`src/hw/rtl/spq_pkg.sv`:
```
`timescale 1ns / 1ps

package spq_pkg;

  localparam int unsigned CAPACITY = 64;
  localparam int unsigned ID_W     = 16;
  localparam int unsigned KEY_W    = 16;
  localparam int unsigned SUM_W    = 22;
  localparam int unsigned CNT_W    = $clog2(CAPACITY + 1);

  typedef enum logic [1:0] {
    FN_INSERT = 2'd0,
    FN_POP    = 2'd1,
    FN_MODIFY = 2'd2,
    FN_CANCEL = 2'd3
  } func_e;

  typedef enum logic [1:0] {
    ST_OK       = 2'd0,
    ST_EMPTY    = 2'd1,
    ST_NOTFOUND = 2'd2,
    ST_FULL     = 2'd3
  } status_e;

  typedef enum logic [1:0] {
    CELL_HOLD,
    CELL_INSERT,
    CELL_DELETE
  } cell_op_e;

  typedef enum logic [1:0] {
    S_IDLE,
    S_EXEC,
    S_REINS
  } state_e;

  typedef struct packed {
    func_e             func;
    logic [ID_W-1:0]   item_id;
    logic [KEY_W-1:0]  item_key;
  } cmd_t;

  typedef struct packed {
    status_e           status;
    logic [ID_W-1:0]   out_id;
    logic [KEY_W-1:0]  out_key;
    logic [CNT_W-1:0]  entry_count;
    logic [SUM_W-1:0]  key_total;
  } rsp_t;

  typedef struct packed {
    logic              valid;
    logic [ID_W-1:0]   id;
    logic [KEY_W-1:0]  key;
  } slot_t;

  // broadcast from the sequencer to every cell
  typedef struct packed {
    cell_op_e          op;
    logic [ID_W-1:0]   id;
    logic [KEY_W-1:0]  key;
  } cell_ctrl_t;

endpackage

```
`src/hw/rtl/spq_cell.sv`:
```
`timescale 1ns / 1ps

module spq_cell (
  input  logic                clk_i,
  input  logic                rst_ni,
  input  spq_pkg::cell_ctrl_t ctrl_i,
  input  spq_pkg::slot_t      left_i,
  input  logic                left_gt_i,
  input  spq_pkg::slot_t      right_i,
  input  logic                hit_i,
  output logic                hit_o,
  output logic                gt_o,
  output spq_pkg::slot_t      slot_o,
  output spq_pkg::slot_t      pick_o
);

  logic                      valid_q, valid_d;
  logic [spq_pkg::ID_W-1:0]  id_q, id_d;
  logic [spq_pkg::KEY_W-1:0] key_q, key_d;
  logic                      match;

  assign slot_o = '{valid: valid_q, id: id_q, key: key_q};
  // an empty cell counts as greater, so an entry with no greater key lands right after the tail
  assign gt_o   = !valid_q || (key_q > ctrl_i.key);
  assign match  = valid_q && (id_q == ctrl_i.id);
  assign hit_o  = hit_i | match;
  assign pick_o = (match && !hit_i) ? slot_o : '0;

  always_comb begin
    valid_d = valid_q;
    id_d    = id_q;
    key_d   = key_q;
    case (ctrl_i.op)
      spq_pkg::CELL_INSERT: begin
        if (left_gt_i) begin
          valid_d = left_i.valid;
          id_d    = left_i.id;
          key_d   = left_i.key;
        end else if (gt_o) begin
          valid_d = 1'b1;
          id_d    = ctrl_i.id;
          key_d   = ctrl_i.key;
        end
      end
      spq_pkg::CELL_DELETE: begin
        // close the gap: take the right neighbor from the removed slot on
        if (hit_o) begin
          valid_d = right_i.valid;
          id_d    = right_i.id;
          key_d   = right_i.key;
        end
      end
      default: ;
    endcase
  end

  always_ff @(posedge clk_i or negedge rst_ni) begin
    if (!rst_ni) begin
      valid_q <= 1'b0;
    end else begin
      valid_q <= valid_d;
    end
  end

  always_ff @(posedge clk_i) begin
    id_q  <= id_d;
    key_q <= key_d;
  end

endmodule

```
`config.mk`:
```
export PLATFORM = sky130hd
export DESIGN_NAME = spq_cell
export DESIGN_NICKNAME = d
export VERILOG_FILES = /design/src/hw/rtl/spq_pkg.sv /design/src/hw/rtl/spq_cell.sv
export SDC_FILE = /design/constraint.sdc
export NUM_CORES = 1
export LEC_CHECK = 0
export BUFFER_PORTS_ARGS = -buffer_cell sky130_fd_sc_hd__buf_2
export CORE_MARGIN = 5
export CORE_UTILIZATION = 44
export CTS_BUF_LIST = sky130_fd_sc_hd__clkbuf_8
export CTS_CLUSTER_SIZE = 16
export DETAILED_ROUTE_END_ITERATION = 7
export PLACE_DENSITY = 0.81
export REMOVE_ABC_BUFFERS = 1
export SLEW_MARGIN = 40
export SYNTH_ARGS = -nofsm -noshare
export SYNTH_HDL_FRONTEND = slang
export SYNTH_SLANG_ARGS = --single-unit
```
`constraint.sdc`:
```
create_clock -name clk_i -period 5.2 [get_ports clk_i]
set_clock_uncertainty 0.2 [all_clocks]
set_input_delay 0.26 -clock clk_i [delete_from_list [all_inputs] [get_ports clk_i]]
set_output_delay 0.26 -clock clk_i [all_outputs]
set_load 0.01 [all_outputs]
```
Yosys cells after proc, flatten, opt, wreduce, memory -nomap -nowiden. Cells that the tools add are included.

Equal/unequal tests: 5. Multiplexer cells: 13. Bitwise operators: 1. Reductions and logical operators: 7. Order comparisons: 1.

Operators with widths (count): 16-bit two-way mux (6); 16-bit case mux with 2 select lines (2); 33-bit two-way mux (1); 16-bit equality test (1); 16-bit > comparator (1); 1-bit two-way mux (3); 3-bit inequality test, second input constant (1); 3-bit AND reduction (1); 2-bit by 1-bit equality test with 1-bit output, second input constant (1); 2-bit equality test, second input constant (1); 1-bit logical AND (2); 1-bit logical NOT (2); 2-bit inequality test, second input constant (1); 1-bit case mux with 2 select lines (1); 2-bit nonzero test (1); 1-bit logical OR (1); 1-bit OR (1).

Register bits: 33. Logic and storage cells: 30. Output and inout port bits: 68.

Longest topological paths before layout.
Depth in word-level cells: 5. Depth in mapped cells: 8. Mapped depth without buffers: 8.

Least setup slack after synthesis. No wires, ideal clock.

Path kind: register -> register. From: register key_q[15] (netlist bit). To: register id_q[0] (netlist bit), enable pin. Buffers on the path: 0. Setup time: 0.425 ns. Stages on the path, launching flop included: 8. Path slack: 1.429 ns. Required time: 4.575 ns. Data arrival time: 3.145 ns. Cell sequence: edfxtp_1 -> ha_1 -> nand4_1 -> nor4_1 -> a21boi_1 -> o31a_1 -> nor2_1 -> o21ai_1.

Longest elaborated chain between the ends: 4.

RTL lines: from (decl) (RTL line spq_cell.sv:19) `logic [spq_pkg::KEY_W-1:0] key_q, key_d;`; from (signal assigned) (RTL line spq_cell.sv:67) `key_q <= key_d;`; 16-bit > comparator (RTL line spq_cell.sv:24) `assign gt_o = !valid_q || (key_q > ctrl_i.key);`; 1-bit logical OR (RTL line spq_cell.sv:24); 3-bit inequality test (no source line); 3-bit AND reduction (no source line); to (signal assigned) (RTL line spq_cell.sv:66) `id_q <= id_d;`; to (decl) (RTL line spq_cell.sv:18) `logic [spq_pkg::ID_W-1:0] id_q, id_d;`.

No other way between the ends. A chain may end at the register's enable or synchronous reset.

Worst setup path after layout.
From: register key_q[15] (netlist bit). To: register id_q[6] (netlist bit), enable pin.

The elaborated chain is that of the path after synthesis.

==> metrics <==
largest stage delay on the critical path ~0.5 ns; crit path launch type flop; Leak approximately 1.9 nW; Worst-Margin Slew between 0.6 and 0.7 ns; Critical Path Fanout Max 17; crit end category flop; GR Layer Usage met2 34.9%; clk root buf clkbuf_8; commonest non-fill, non-tap cell in the layout buf_2; Tot GR Track Use around a fifth; crit-path cells ha_1 > nand4_1 > nor4_1 > a21boi_1 > o31a_1 > nor2_1 > o21ai_4 > buf_16; #FFs+latches synth 33; largest net degree at the start of global routing 36; drt first pass iters 4; count of different cell masters after synthesis 36; commonest cells after routing, fill and taps aside buf_2, nand2_1, o21ai_0; Nets about 570; Net Sw Frac about 29%; antenna viol nets, final 0; met1 GRT Util between 20% and 30%; Initial Util about 45%; clk_lat worst skew 0.28 ns; RSZ-0062 raised after global routing no; Fmax approximately 0.32 GHz; die width about 87 um; Seq/Total Area, Yosys 37.5%; multi-input logic area approximately 0.0015 mm^2; Filler cells around 500; total of max-cap violations 0; data arrival time of the worst path between 2 and 3 ns; hold_ws approximately 0.024 ns; Clock Path Buffers 2; die height 87.3 um; diodes inserted 0; Setup violations, final 0; Power Internal between 0.5 and 0.6 mW; Final Cycle Share 59.8%; share of layout cells above drive strength 1 about two fifths; clock transition at the registers of the reported paths roughly 0.07 ns; Worst Path Buf+Inv 1; area grow syn2layout 38.4%; Top FF cell, synth edfxtp_1; slowest CP cell o21ai_4; gr busiest metal met2; first-pass GRT wire length ~12 mm; Fin. Hold Viols 0; Peak VDD IR between 0.1 and 0.15 mV; Setup Fix Bufs, Post-CTS 0; power per cell area ~200 mW/mm^2; number of global-route vias before repair between 2k and 3k; cts hold-fix bufs 1; Synth async-reset ratio under 10%; CP delay by family, top compound AO/OA/AOI/OAI gates; WL/cell around 14 um; Slew Limit Fails 0; Port-buffer cells approximately 170; post-synthesis area per instance a little over 9 um^2; DRC viols 0; Total Wirelength between 7 and 8 mm; core box area 0.00585 mm^2; drt initial violations 60; H-tree depth 2; worst setup path class reg2reg; slew margin rel. 57.3%; Gates resized, CTS repair 0; RePlAce Congestion roughly 0.8; status complete, no violations; CTS Buf Count 5; Combinational Power Share between 20 and 30%; vias around 2.6k; register area approximately 990 um^2; clk sinks 33; part of the power in registers ~47%; Core Rows 28; Critical Path RT approximately 5.0 ns; setup TNS 0 ns; Synth Instances approximately 280; net switching power roughly 0.21 mW; EDFF count, synth 32; met3 Track Usage GR 4.82%; type of the most critical hold path in2reg; final worst path period need approximately 3.1 ns; die area around 0.0076 mm^2; Detail Placement HPWL roughly 6.0 mm; Synth Cell Area 0.00263 mm^2; number of top-level pins between 150 and 200; Yosys warning count 0; post-layout power around 0.7 mW; CTS tree built; grt ovf 0; antenna violations before repair 0; Clk network pwr share ~25%; vias per cell roughly 4.9
-- power groups by stage --
stage               clock network, mW  registers (mW)  logic, mW
global placement                    0           0.345      0.193
finish                          0.178           0.341      0.201
global route                    0.198           0.345      0.226
CTS                             0.183           0.342      0.203
floorplan                           0           0.356     0.0894
detailed placement                  0           0.347      0.202
-- routing by layer --
layer	vias up	share of wire (%)
met2	106	51
met1	1144	40
met5	-	0
li1	1317	-
met3	6	8.8
met4	0	0.80
-- cells in the mapped netlist (all sizes together) (3+ instances only) --
library cell,instances,area share [%]
a21oi,6,1.1
and2,32,7.6
buf,7,2.1
clkbuf,8,1.1
edfxtp,32,37
ha,16,7.6
inv,16,2.3
mux2i,32,12
nand2,40,5.7
nand2b,5,1.2
nand3,3,0.57
nand4,4,0.95
nor2,6,1.1
nor2b,3,0.71
nor3,3,0.57
nor4,3,0.71
o21ai,36,6.9
xnor2,5,1.7
xor2,11,3.7
-- final cells by class --
cell class | instances | area share (%)
clock buffers | 5 | 1.89
clock inverters | 3 | 0.310
inverters | 16 | 1.65
multi-input cells | 217 | 41.6
flip-flops and latches | 33 | 27.1
well taps | 75 | 2.58
repair buffers | 174 | 24.8
-- sequential cells by signal (all words and copies together), names as in the netlist --
name / count
id_q: 16
valid_q: 1
key_q: 16
-- tightest hold or removal path: cells and delay by family --
family	cells	cell delay [ns]
simple gates	2	0.13
buf+inv	1	0.08
-- logic make-up (layout without fill, tap and decap cells) --
kind of cell | Yosys count | in the layout | synth area share, %
compound gates | 49 | 49 | 10.2
xor+xnor | 16 | 16 | 5.34
fa+ha+maj | 16 | 16 | 7.62
buf+inv | 31 | 198 | 5.57
flops | 33 | 33 | 37.5
mux | 32 | 32 | 12.2
simple gates | 104 | 104 | 21.5
-- worst paths after layout --
kind                            cells past startpoint         from      end  slack (ns)
worst max-delay path                                8    key_q[15]  id_q[6]        2.09
worst min-delay path                                3  right_i[32]  valid_q        0.02
worst max register to register                      8    key_q[15]  id_q[6]        2.09
worst min register to register                      3      valid_q  valid_q        0.56
max in group asynchronous                           2       rst_ni  valid_q        4.62
min in group asynchronous                           2       rst_ni  valid_q        0.09
-- per-stage QoR --
step | area (um^2) | setup WS, ns | std cells | util (%)
floorplan | 2540 | 1.22 | 266 | -
global placement | 3520 | 2.11 | 513 | 60.1
detailed placement | 3550 | 2.08 | 514 | 60.6
CTS | 3640 | 2.06 | 523 | 62.1
global route | 3640 | 1.85 | 523 | 62.1
finish | 3640 | 2.09 | 523 | 62.1
(Power assumes the default switching activity.)
